`config.mk`:
```
export PLATFORM = sky130hd
export DESIGN_NAME = serial_set_time_of_day_clock_top
export DESIGN_NICKNAME = d
export VERILOG_FILES = /design/src/sv/sstod_pkg.sv /design/src/sv/sstod_front.sv /design/src/sv/sstod_fifo.sv /design/src/sv/sstod_back.sv /design/src/sv/serial_set_time_of_day_clock_top.sv
export SDC_FILE = /design/constraint.sdc
export NUM_CORES = 1
export LEC_CHECK = 0
export ABC_AREA = 0
export BUFFER_PORTS_ARGS = -buffer_cell sky130_fd_sc_hd__buf_4
export CORE_UTILIZATION = 55
export DETAILED_ROUTE_END_ITERATION = 10
export GPL_ROUTABILITY_DRIVEN = 0
export MAX_ROUTING_LAYER = met4
export PLACE_DENSITY = 0.73
export SKIP_LAST_GASP = 1
export SLEW_MARGIN = 15
export SYNTH_ARGS = -nofsm -noshare
export SYNTH_HDL_FRONTEND = slang
export SYNTH_SLANG_ARGS = --single-unit
export TNS_END_PERCENT = 10
```
`constraint.sdc`:
```
create_clock -name clk_i -period 7.7 [get_ports clk_i]
set_input_delay 2.31 -clock clk_i [delete_from_list [all_inputs] [get_ports clk_i]]
set_output_delay 2.31 -clock clk_i [all_outputs]
set_load 0.02 [all_outputs]
```
`src/sv/sstod_pkg.sv`:
```
// Shared types and constants for the serial-set time-of-day clock.
`default_nettype none

package sstod_pkg;

  // Number of words the queue between front and back can hold.
  localparam int unsigned QUEUE_DEPTH = 2;

  // Value of the kind field on the input stream.
  localparam logic KIND_TICK = 1'b0;
  localparam logic KIND_BYTE = 1'b1;

  // Line terminator on the serial side.
  localparam logic [7:0] CH_NEWLINE = 8'h0A;

  typedef enum logic [1:0] {
    OP_TICK,
    OP_CHAR,
    OP_EOL
  } op_e;

  typedef enum logic [1:0] {
    ST_NONE,
    ST_TIME,
    ST_LED,
    ST_REJECT
  } status_e;

  // One classified word as it waits in the queue.
  typedef struct packed {
    op_e        op;
    logic [7:0] ch;
  } item_t;

  // Queue occupancy flags seen by both sides.
  typedef struct packed {
    logic full;
    logic empty;
  } queue_stat_t;

  // One result word, field by field.
  typedef struct packed {
    status_e    line_status;
    logic       blue_on;
    logic       green_on;
    logic       red_on;
    logic [3:0] second_ones;
    logic [2:0] second_tens;
    logic [3:0] minute_ones;
    logic [2:0] minute_tens;
    logic [3:0] hour_ones;
    logic [1:0] hour_tens;
  } result_t;

endpackage

`default_nettype wire

```
`src/sv/sstod_front.sv`:
```
// Front end: accepts input words and sorts them into tick, character and end of line.
`default_nettype none

module sstod_front import sstod_pkg::*; (
  input  wire logic        s_valid_i,
  output logic             s_ready_o,
  input  wire logic        kind_i,
  input  wire logic [7:0]  rx_byte_i,
  input  wire queue_stat_t q_stat_i,
  output logic             push_o,
  output item_t            item_o
);

  assign s_ready_o = !q_stat_i.full;
  assign push_o    = s_valid_i && !q_stat_i.full;

  always_comb begin
    item_o.ch = rx_byte_i;
    if (kind_i == KIND_TICK) begin
      item_o.op = OP_TICK;
    end else if (rx_byte_i == CH_NEWLINE) begin
      item_o.op = OP_EOL;
    end else begin
      item_o.op = OP_CHAR;
    end
  end

endmodule

`default_nettype wire

```
`src/sv/sstod_fifo.sv`:
```
// Short queue of classified words between the front end and the back end.
`default_nettype none

module sstod_fifo import sstod_pkg::*; (
  input  wire logic  clk_i,
  input  wire logic  rst_ni,
  input  wire logic  push_i,
  input  wire item_t item_i,
  input  wire logic  pop_i,
  output item_t      item_o,
  output queue_stat_t stat_o
);

  localparam int unsigned PTR_W = (QUEUE_DEPTH > 1) ? $clog2(QUEUE_DEPTH) : 1;
  localparam int unsigned CNT_W = $clog2(QUEUE_DEPTH + 1);
  localparam logic [PTR_W-1:0] PTR_LAST = PTR_W'(QUEUE_DEPTH - 1);

  item_t             slot_q [QUEUE_DEPTH];
  logic [PTR_W-1:0]  wr_ptr_q, wr_ptr_d;
  logic [PTR_W-1:0]  rd_ptr_q, rd_ptr_d;
  logic [CNT_W-1:0]  count_q, count_d;
  logic              do_push, do_pop;

  assign stat_o.full  = (count_q == CNT_W'(QUEUE_DEPTH));
  assign stat_o.empty = (count_q == '0);
  assign item_o       = slot_q[rd_ptr_q];

  assign do_push = push_i && !stat_o.full;
  assign do_pop  = pop_i && !stat_o.empty;

  always_comb begin
    wr_ptr_d = wr_ptr_q;
    rd_ptr_d = rd_ptr_q;
    count_d  = count_q;
    if (do_push) begin
      wr_ptr_d = (wr_ptr_q == PTR_LAST) ? '0 : wr_ptr_q + 1'b1;
    end
    if (do_pop) begin
      rd_ptr_d = (rd_ptr_q == PTR_LAST) ? '0 : rd_ptr_q + 1'b1;
    end
    if (do_push && !do_pop) begin
      count_d = count_q + 1'b1;
    end else if (do_pop && !do_push) begin
      count_d = count_q - 1'b1;
    end
  end

  always_ff @(posedge clk_i or negedge rst_ni) begin
    if (!rst_ni) begin
      wr_ptr_q <= '0;
      rd_ptr_q <= '0;
      count_q  <= '0;
    end else begin
      wr_ptr_q <= wr_ptr_d;
      rd_ptr_q <= rd_ptr_d;
      count_q  <= count_d;
    end
  end

  always_ff @(posedge clk_i) begin
    if (do_push) begin
      slot_q[wr_ptr_q] <= item_i;
    end
  end

endmodule

`default_nettype wire

```
`src/sv/sstod_back.sv`:
```
// Back end: clock digits, line buffer, command decode and the output register.
`default_nettype none

module sstod_back import sstod_pkg::*; #(
  parameter int unsigned LINE_DEPTH = 16
) (
  input  wire logic  clk_i,
  input  wire logic  rst_ni,
  input  wire logic  item_valid_i,
  input  wire item_t item_i,
  output logic       pop_o,
  output logic       res_valid_o,
  input  wire logic  res_ready_i,
  output result_t    res_o
);

  localparam int unsigned KEEP_MAX   = LINE_DEPTH - 1;
  localparam int unsigned CNT_W      = $clog2(LINE_DEPTH);
  // Only the first ten characters of a line are ever decoded.
  localparam int unsigned HEAD_LEN   = 10;
  localparam int unsigned HEAD_IDX_W = $clog2(HEAD_LEN);

  localparam logic [7:0] CH_ZERO = 8'h30;
  localparam logic [7:0] CH_NINE = 8'h39;
  localparam logic [7:0] CH_R    = 8'h52;
  localparam logic [7:0] CH_X    = 8'h58;
  localparam logic [7:0] CH_G    = 8'h47;
  localparam logic [7:0] CH_Y    = 8'h59;
  localparam logic [7:0] CH_B    = 8'h42;
  localparam logic [7:0] CH_Z    = 8'h5A;

  logic [7:0]       line_q [HEAD_LEN];
  logic [CNT_W-1:0] len_q, len_d;
  logic [1:0]       h_t_q, h_t_d;
  logic [3:0]       h_o_q, h_o_d;
  logic [2:0]       m_t_q, m_t_d;
  logic [3:0]       m_o_q, m_o_d;
  logic [2:0]       s_t_q, s_t_d;
  logic [3:0]       s_o_q, s_o_d;
  logic [2:0]       led_q, led_d;
  logic             res_valid_q, res_valid_d;
  result_t          res_q;
  status_e          status;
  logic             wr_en;
  logic             digits_ok, range_ok, time_ok;

  function automatic logic is_digit(input logic [7:0] c);
    return (c >= CH_ZERO) && (c <= CH_NINE);
  endfunction

  assign pop_o = item_valid_i && (!res_valid_q || res_ready_i);

  // A set-time line needs ten characters, digits at the six digit places and legal values.
  assign digits_ok = is_digit(line_q[2]) && is_digit(line_q[3]) && is_digit(line_q[5]) &&
                     is_digit(line_q[6]) && is_digit(line_q[8]) && is_digit(line_q[9]);
  assign range_ok  = ((line_q[2][3:0] < 4'd2) ||
                      ((line_q[2][3:0] == 4'd2) && (line_q[3][3:0] <= 4'd3))) &&
                     (line_q[5][3:0] <= 4'd5) && (line_q[8][3:0] <= 4'd5);
  assign time_ok   = (len_q >= CNT_W'(HEAD_LEN)) && digits_ok && range_ok;

  always_comb begin
    len_d  = len_q;
    h_t_d  = h_t_q;
    h_o_d  = h_o_q;
    m_t_d  = m_t_q;
    m_o_d  = m_o_q;
    s_t_d  = s_t_q;
    s_o_d  = s_o_q;
    led_d  = led_q;
    status = ST_NONE;
    wr_en  = 1'b0;
    if (pop_o) begin
      case (item_i.op)
        OP_TICK: begin
          if (s_o_q != 4'd9) begin
            s_o_d = s_o_q + 4'd1;
          end else begin
            s_o_d = '0;
            if (s_t_q != 3'd5) begin
              s_t_d = s_t_q + 3'd1;
            end else begin
              s_t_d = '0;
              if (m_o_q != 4'd9) begin
                m_o_d = m_o_q + 4'd1;
              end else begin
                m_o_d = '0;
                if (m_t_q != 3'd5) begin
                  m_t_d = m_t_q + 3'd1;
                end else begin
                  m_t_d = '0;
                  if ((h_t_q == 2'd2) && (h_o_q == 4'd3)) begin
                    h_t_d = '0;
                    h_o_d = '0;
                  end else if (h_o_q == 4'd9) begin
                    h_o_d = '0;
                    h_t_d = h_t_q + 2'd1;
                  end else begin
                    h_o_d = h_o_q + 4'd1;
                  end
                end
              end
            end
          end
        end
        OP_CHAR: begin
          if (len_q < CNT_W'(KEEP_MAX)) begin
            len_d = len_q + 1'b1;
            wr_en = (len_q < CNT_W'(HEAD_LEN));
          end
        end
        OP_EOL: begin
          len_d = '0;
          if (len_q < CNT_W'(2)) begin
            status = ST_REJECT;
          end else if ((line_q[0] == CH_ZERO) && (line_q[1] == CH_ZERO)) begin
            if (time_ok) begin
              status = ST_TIME;
              h_t_d  = line_q[2][1:0];
              h_o_d  = line_q[3][3:0];
              m_t_d  = line_q[5][2:0];
              m_o_d  = line_q[6][3:0];
              s_t_d  = line_q[8][2:0];
              s_o_d  = line_q[9][3:0];
            end else begin
              status = ST_REJECT;
            end
          end else if (line_q[1] != CH_ZERO) begin
            status = ST_REJECT;
          end else begin
            status = ST_LED;
            case (line_q[0])
              CH_R:    led_d[0] = 1'b1;
              CH_X:    led_d[0] = 1'b0;
              CH_G:    led_d[1] = 1'b1;
              CH_Y:    led_d[1] = 1'b0;
              CH_B:    led_d[2] = 1'b1;
              CH_Z:    led_d[2] = 1'b0;
              default: status   = ST_REJECT;
            endcase
          end
        end
        default: ;
      endcase
    end
  end

  always_comb begin
    res_valid_d = res_valid_q;
    if (pop_o) begin
      res_valid_d = 1'b1;
    end else if (res_ready_i) begin
      res_valid_d = 1'b0;
    end
  end

  always_ff @(posedge clk_i or negedge rst_ni) begin
    if (!rst_ni) begin
      len_q       <= '0;
      h_t_q       <= '0;
      h_o_q       <= '0;
      m_t_q       <= '0;
      m_o_q       <= '0;
      s_t_q       <= '0;
      s_o_q       <= '0;
      led_q       <= '0;
      res_valid_q <= 1'b0;
    end else begin
      len_q       <= len_d;
      h_t_q       <= h_t_d;
      h_o_q       <= h_o_d;
      m_t_q       <= m_t_d;
      m_o_q       <= m_o_d;
      s_t_q       <= s_t_d;
      s_o_q       <= s_o_d;
      led_q       <= led_d;
      res_valid_q <= res_valid_d;
    end
  end

  always_ff @(posedge clk_i) begin
    if (wr_en) begin
      line_q[len_q[HEAD_IDX_W-1:0]] <= item_i.ch;
    end
  end

  always_ff @(posedge clk_i) begin
    if (pop_o) begin
      res_q.line_status <= status;
      res_q.red_on      <= led_d[0];
      res_q.green_on    <= led_d[1];
      res_q.blue_on     <= led_d[2];
      res_q.hour_tens   <= h_t_d;
      res_q.hour_ones   <= h_o_d;
      res_q.minute_tens <= m_t_d;
      res_q.minute_ones <= m_o_d;
      res_q.second_tens <= s_t_d;
      res_q.second_ones <= s_o_d;
    end
  end

  assign res_valid_o = res_valid_q;
  assign res_o       = res_q;

endmodule

`default_nettype wire

```
`src/sv/serial_set_time_of_day_clock_top.sv`:
```
// An accepted word is stored in the queue, then the back end pops it and registers its result.
// Throughput: one word per cycle while the output is not stalled.
// The two-entry queue between front and back takes input during output stalls until full.
// Reset (rst_ni low, asynchronous) clears the time to 00:00:00, all LEDs off, the line empty
// and the queue and the valid flag; line characters and output data are undefined until set.
`default_nettype none

module serial_set_time_of_day_clock_top import sstod_pkg::*; #(
  parameter int unsigned LINE_DEPTH = 16
) (
  input  wire logic        clk_i,
  input  wire logic        rst_ni,
  input  wire logic        s_axis_tvalid_i,
  output logic             s_axis_tready_o,
  input  wire logic [7:0]  s_axis_tdata_i,   // [7:0] rx_byte
  input  wire logic        s_axis_tuser_i,   // [0] kind: 0 one-second tick, 1 serial byte
  output logic             m_axis_tvalid_o,
  input  wire logic        m_axis_tready_i,
  output logic [31:0]      m_axis_tdata_o    // [1:0] hour_tens, [5:2] hour_ones,
                                             // [8:6] minute_tens, [12:9] minute_ones,
                                             // [15:13] second_tens, [19:16] second_ones,
                                             // [20] red_on, [21] green_on, [22] blue_on,
                                             // [24:23] line_status, [31:25] zero
);

  // The front end only classifies a word and pushes it into the queue; it stalls
  // the input stream only when the queue is full.
  logic        push;
  item_t       push_item;
  queue_stat_t q_stat;

  // The back end pops a word whenever its output register is free or being drained.
  logic        pop;
  item_t       pop_item;
  result_t     res;

  sstod_front u_front (
    .s_valid_i (s_axis_tvalid_i),
    .s_ready_o (s_axis_tready_o),
    .kind_i    (s_axis_tuser_i),
    .rx_byte_i (s_axis_tdata_i),
    .q_stat_i  (q_stat),
    .push_o    (push),
    .item_o    (push_item)
  );

  sstod_fifo u_fifo (
    .clk_i  (clk_i),
    .rst_ni (rst_ni),
    .push_i (push),
    .item_i (push_item),
    .pop_i  (pop),
    .item_o (pop_item),
    .stat_o (q_stat)
  );

  sstod_back #(
    .LINE_DEPTH (LINE_DEPTH)
  ) u_back (
    .clk_i        (clk_i),
    .rst_ni       (rst_ni),
    .item_valid_i (!q_stat.empty),
    .item_i       (pop_item),
    .pop_o        (pop),
    .res_valid_o  (m_axis_tvalid_o),
    .res_ready_i  (m_axis_tready_i),
    .res_o        (res)
  );

  // Pack the result word, hour_tens in the lowest bits and zero padding at the top.
  assign m_axis_tdata_o = {7'b0, res.line_status, res.blue_on, res.green_on, res.red_on,
                           res.second_ones, res.second_tens, res.minute_ones,
                           res.minute_tens, res.hour_ones, res.hour_tens};

`ifndef SYNTHESIS
  // A word pushed into an empty queue must still be there in the next cycle.
  a_push_empty: assert property (@(posedge clk_i) disable iff (!rst_ni)
    (push && q_stat.empty) |=> !q_stat.empty)
    else $error("queue lost a word pushed while empty");

  // Ticks and plain characters never report a line outcome.
  a_no_line_status: assert property (@(posedge clk_i) disable iff (!rst_ni)
    (pop && (pop_item.op == OP_TICK || pop_item.op == OP_CHAR)) |=>
    (res.line_status == ST_NONE))
    else $error("line status set by a word that ends no line");

  // Valid result words always carry legal seconds digits.
  a_second_digits: assert property (@(posedge clk_i) disable iff (!rst_ni)
    m_axis_tvalid_o |-> (res.second_ones <= 4'd9 && res.second_tens <= 3'd5))
    else $error("seconds digits out of range");
`endif

endmodule

`default_nettype wire
```
-- Yosys cells after proc, flatten, opt, wreduce, memory -nomap -nowiden
Memory sizes are Yosys's and may differ from the RTL's.
Index checks and enable logic that the tools add are counted.
- flip-flop bits (word level): 57
- RAM bits: 100
- input bits: 13
- output and inout port bits: 34
- word-level logic and storage cells: 197
- memories kept: 2
- add/sub/neg operators: 11
- order comparisons: 20
- equal/unequal tests: 22
- multiplexer cells: 82
- reduce and logical (&&, ||, !) cells: 38
- memories (memory ; depth ; width ; read ports ; clocked after Yosys merged registers in ; wr ports ; RTL line ; text):
    u_back.line_q ; 10 ; 8 ; 8 ; 0 ; 1 ; sstod_back.sv:32 ; logic [7:0] line_q [HEAD_LEN];
    u_fifo.slot_q ; 2 ; 10 ; 1 ; 0 ; 1 ; sstod_fifo.sv:18 ; item_t slot_q [QUEUE_DEPTH];
- operators by type and width (kind ; number):
    two-way mux 4 bit ; 23
    two-way mux 3 bit ; 19
    equality test 8 x 7 -> 1 bit, second input constant ; 6
    >= comparator 8 x 6 -> 1 bit, second input constant ; 6
    <= comparator 8 x 6 -> 1 bit, second input constant ; 6
    two-way mux 2 bit ; 18
    one-hot mux 4 bit (2 select lines) ; 4
    logical AND 1 bit ; 24
    adder 4 x 1 -> 4 bit, second input constant ; 4
    equality test 8 x 6 -> 1 bit, second input constant ; 2
    two-way mux 1 bit ; 12
    one-hot mux 3 bit (2 select lines) ; 2
    equality test 4 x 2 -> 1 bit, second input constant ; 2
    equality test 8 x 4 -> 1 bit, second input constant ; 1
    <= comparator 4 x 3 -> 1 bit, second input constant ; 2
    less-than comparator 4 x 2 -> 1 bit, second input constant ; 2
    less-than comparator 4 bit, second input constant ; 2
    inequality test 4 bit, second input constant ; 2
    inequality test 8 x 6 -> 1 bit, second input constant ; 1
    adder 3 x 1 -> 3 bit, second input constant ; 2
    equality test 2 bit, second input constant ; 3
    inequality test 3 bit, second input constant ; 2
    one-hot mux 1 bit (2 select lines) ; 3
    nonzero test 2 bit ; 3
    14 further kinds ; 22

-- Depth between registers and ports, before layout
An unclocked memory read counts as a cell.
- depth after elaboration: 15
- gate-level depth with buffers: 9
- depth with buffers taken out: 8

-- Hierarchy
A second synthesis with hierarchy kept.
- cells, all modules: 430
- area, all modules: 6034.5 sq um
- by module, submodules not included (module ; instances ; cells an instance ; area an instance (sq um) ; sequential area each (sq um)):
    sstod_back ; 1 ; 357 ; 4941.0 ; 3373.2
    sstod_fifo ; 1 ; 50 ; 919.6 ; 700.7
    sstod_front ; 1 ; 14 ; 113.9 ; 0.0
    serial_set_time_of_day_clock_top ; 1 ; 9 ; 60.1 ; 0.0

-- Worst setup path before layout
OpenSTA, ideal clock, no wires.
- path type: input-to-reg
- from: input port m_axis_tready_i
- to: memory u_back.line_q[8][0] (enable)
- data arrival time: 3.950 ns
- data required time: 7.302 ns
- slack: 3.352 ns
- stages: 4
- path buffers: 0
- cell sequence: and2b_2 -> a211oi_1 -> nand2_1 -> nor4b_1
- word-level cells in the longest chain between the ends: 5
- ends and longest elaborated chain (element ; RTL line ; text):
    start, declared ; serial_set_time_of_day_clock_top.sv:18 ; input wire logic m_axis_tready_i,
    logical OR 1 bit ; sstod_back.sv:51 ; assign pop_o = item_valid_i && (!res_valid_q || res_ready_i);
    logical AND 1 bit ; sstod_back.sv:51 ;
    two-way mux 1 bit ; sstod_back.sv:72 ; if (pop_o) begin
    two-way mux 1 bit ; sstod_back.sv:181 ; if (wr_en) begin
    two-way mux 1 bit (implied by the code) ; sstod_back.sv:182 ; line_q[len_q[HEAD_IDX_W-1:0]] <= item_i.ch;
    end, declared ; sstod_back.sv:32 ;
Every way passes these cells.

-- Worst setup path in the final report
- from: input port m_axis_tready_i
- to: register u_back.res_q (netlist bit u_back.res_o[0]) (data pin)
- word-level cells in the longest chain between the ends: 3
- ends and longest elaborated chain (element ; RTL line ; text):
    logical OR 1 bit ; sstod_back.sv:51 ;
    logical AND 1 bit ; sstod_back.sv:51 ;
    two-way mux 2 bit ; sstod_back.sv:72 ;
    net u_back.h_t_d[0] ; sstod_back.sv:34 ; logic [1:0] h_t_q, h_t_d;
    end, declared ; sstod_back.sv:42 ; result_t res_q;
The timed path passes the listed nets, and every way through them passes these cells.
A chain may end at the register's enable or synchronous reset.

==> qor.csv <==
metric;value;unit
ir_worst_vdd;0.206;mV
clkSinkCount;141;
ys_seq_elements;141;
layout_commonest_cell;edfxtp_1;
die-area;0.0113;mm2
cts_tree;done;
synth_xor_area_share;1.02;%
powerDensity;366;mW/mm2
synth.area.top_cells;edfxtp_1 (54%), dfrtp_1 (13%), ha_1 (2.1%);
ios;47;
ctsHoldBuffers;0;
multi_input_area;0.00178;mm2
totalNegativeSetupSlack;0;ps
start_util;57.4;%
place.detailed.hpwl;7820;um
slew_headroom;33.8;%
p_leak;2.57;nW
final_nets;495;
min_period;3950;ps
syn_inst;422;
crit_path_cell_trace;buf_4, and2b_2, a211oi_2, and3_2, mux2i_1, o31ai_1;
dpl-instance-area;0.00639;mm2
synth_edf_count;109;
min_path_type;reg2reg;
via_per_inst;6.02;
fmax;0.253;GHz
track_usage;23.5;%
rsz0062_at_grt;false;
slew_viol_final;0;
drtIter0Drc;296;
clock_path_buffers;2;
drive_above_1_share;21.2;%
final_cell_area;0.00696;mm2
yosysTopAreaCell;edfxtp_1;
arrival;4220;ps
cts-htree-levels;4;
grt_max_degree;33;
muxShareOfSynthArea;1.83;%
layout.cells.non_filler;621;
maxCapViolations;0;
fin_util;66.5;%
core;0.0105;mm2
finalSetupViolations;0;
seq_area_frac_synth;67.8;%
diodes;0;
dp_cells;589;
port_buffers;39;
ys.flop_type;edfxtp_1;
root_buffer;clkbuf_8;
grt_pass1_wl;18800;um
worstPathRequired;7970;ps
outcome;finished clean;
syn_to_final_growth;15.8;%
fp.dieW;107;um
critPathKind;in2reg;
cpMaxStageDelayCell;a211oi_2;
detail-route-antenna-nets;0;
synthSimpleGateAreaFrac;14.1;%
die_y;107;um
clock_skew;9.45;ps
cts_resized;0;
hold_viol;0;
cts_buffers;17;
drt_first_pass_iters;5;
post_cts_buffers;0;
wl_per_cell;18.7;um
syn_area_per_cell;14.2;um2
synth_top_area_share;54.5;%
synth_top_family_by_area;simple AND/OR/NAND/NOR gates;
worst_slew_pin_slew;990;ps
wl;11600;um
critical_path.max_stage_delay;640;ps
area.sequential;0.00407;mm2
fillerInstances;737;
antenna_found_initial;0;
start_kind;primary input;
synthArstFlopShare;22.7;%
synth_cell_type_count;76;
vias;3740;
grt_overflow_total;0;
end_kind;flip-flop;
finalCritPeriodShare;51.3;%
layout_common_cells;edfxtp_1 (109), buf_4 (42), dfrtp_1 (32);
grt_pass1_vias;3654;
synth_compound_area_share;10.0;%
clk_pin_slew;60;ps
clk_latency;530;ps
rows;37;
synthAdderAreaFrac;2.08;%
synth_area;0.00601;mm2
drcViolationCount;0;
yosysWarnings;0;
cp_max_fo;18;
[worst max-delay path, delay by kind of cell]
family,cells,cell delay [ps]
AOI/OAI and AO/OA,2,760
muxes,1,240
buffers and inverters,1,80
and+or+nand+nor,2,820
[routing by layer]
layer / track usage (%) / share of wire (%)
met1: 29.4 / 42
met5: - / 0
met2: 36.4 / 50
met4: 11.0 / 1.8
met3: 5.64 / 6.2
[cell families (layout without fill, tap and decap cells)]
family,after synthesis,count (layout)
simple gates,138,138
other cells,1,7
buf+inv,31,88
mux,10,10
flops,141,141
fa+ha+maj,10,10
xor+xnor,7,7
compound gates,84,84
[registers in the layout, summed over array words and instances (netlist names), 4 cells and up]
register       count
u_back.h_o_q       4
u_back.res_o      25
u_back.m_o_q       4
u_fifo.slot_q     20
u_back.s_o_q       4
u_back.len_q       4
u_back.line_q     64
[path summary, 6_finish.rpt]
path / slack, ps / start / to / cells after the start
setup / recovery: 3750 / m_axis_tready_i / u_back.res_o[0] / 6
hold / removal: 490 / u_fifo.wr_ptr_q / u_fifo.wr_ptr_q / 1
setup reg to reg: 4750 / u_fifo.rd_ptr_q / u_back.res_o[0] / 5
hold reg to reg: 490 / u_fifo.wr_ptr_q / u_fifo.wr_ptr_q / 1
max in group asynchronous: 5660 / rst_ni / u_back.m_o_q[1] / 1
min in group asynchronous: 1720 / rst_ni / u_back.h_o_q[0] / 1
[stage by stage]
step,setup WS [ps],power (mW),hold WS [ps]
4_1_cts,3750,2.56,494
3_3_place_gp,3280,1.76,468
6_report,3750,2.55,493
2_1_floorplan,3350,1.56,444
5_1_grt,3560,2.67,511
3_5_place_dp,3170,1.78,480
[where the power goes]
part	internal, mW	switching [mW]	leakage, nW
Combinational	0.234	0.375	0.887
Sequential	1.04	0.113	1.40
Clock	0.465	0.319	0.285
[synthesized netlist by cell type (4+ instances only)]
cell type	n
nor3b_1	4
nor3_1	5
nor2b_1	4
and2_1	6
ha_1	10
o31ai_1	7
nand2_1	28
a221o_1	12
edfxtp_1	109
or4_1	5
mux2_2	8
buf_4	7
xor2_1	4
nor2_1	20
a21oi_1	16
o21ai_0	15
and3_1	5
clkbuf_1	5
nand3_1	10
nand3b_1	7
nand4_1	7
a31oi_1	6
inv_1	14
dfrtp_1	32
[cell type report]
type                            instances  area share [%]
Sequential cell                       141            58.5
Multi-Input combinational cell        256            25.5
Clock buffer                           17            5.95
Timing Repair Buffer                   42            4.53
Tap cell                              136            2.45
Clock inverter                         15            2.27
Inverter                               14           0.755
No activity file was read; power rests on OpenSTA's default activity.
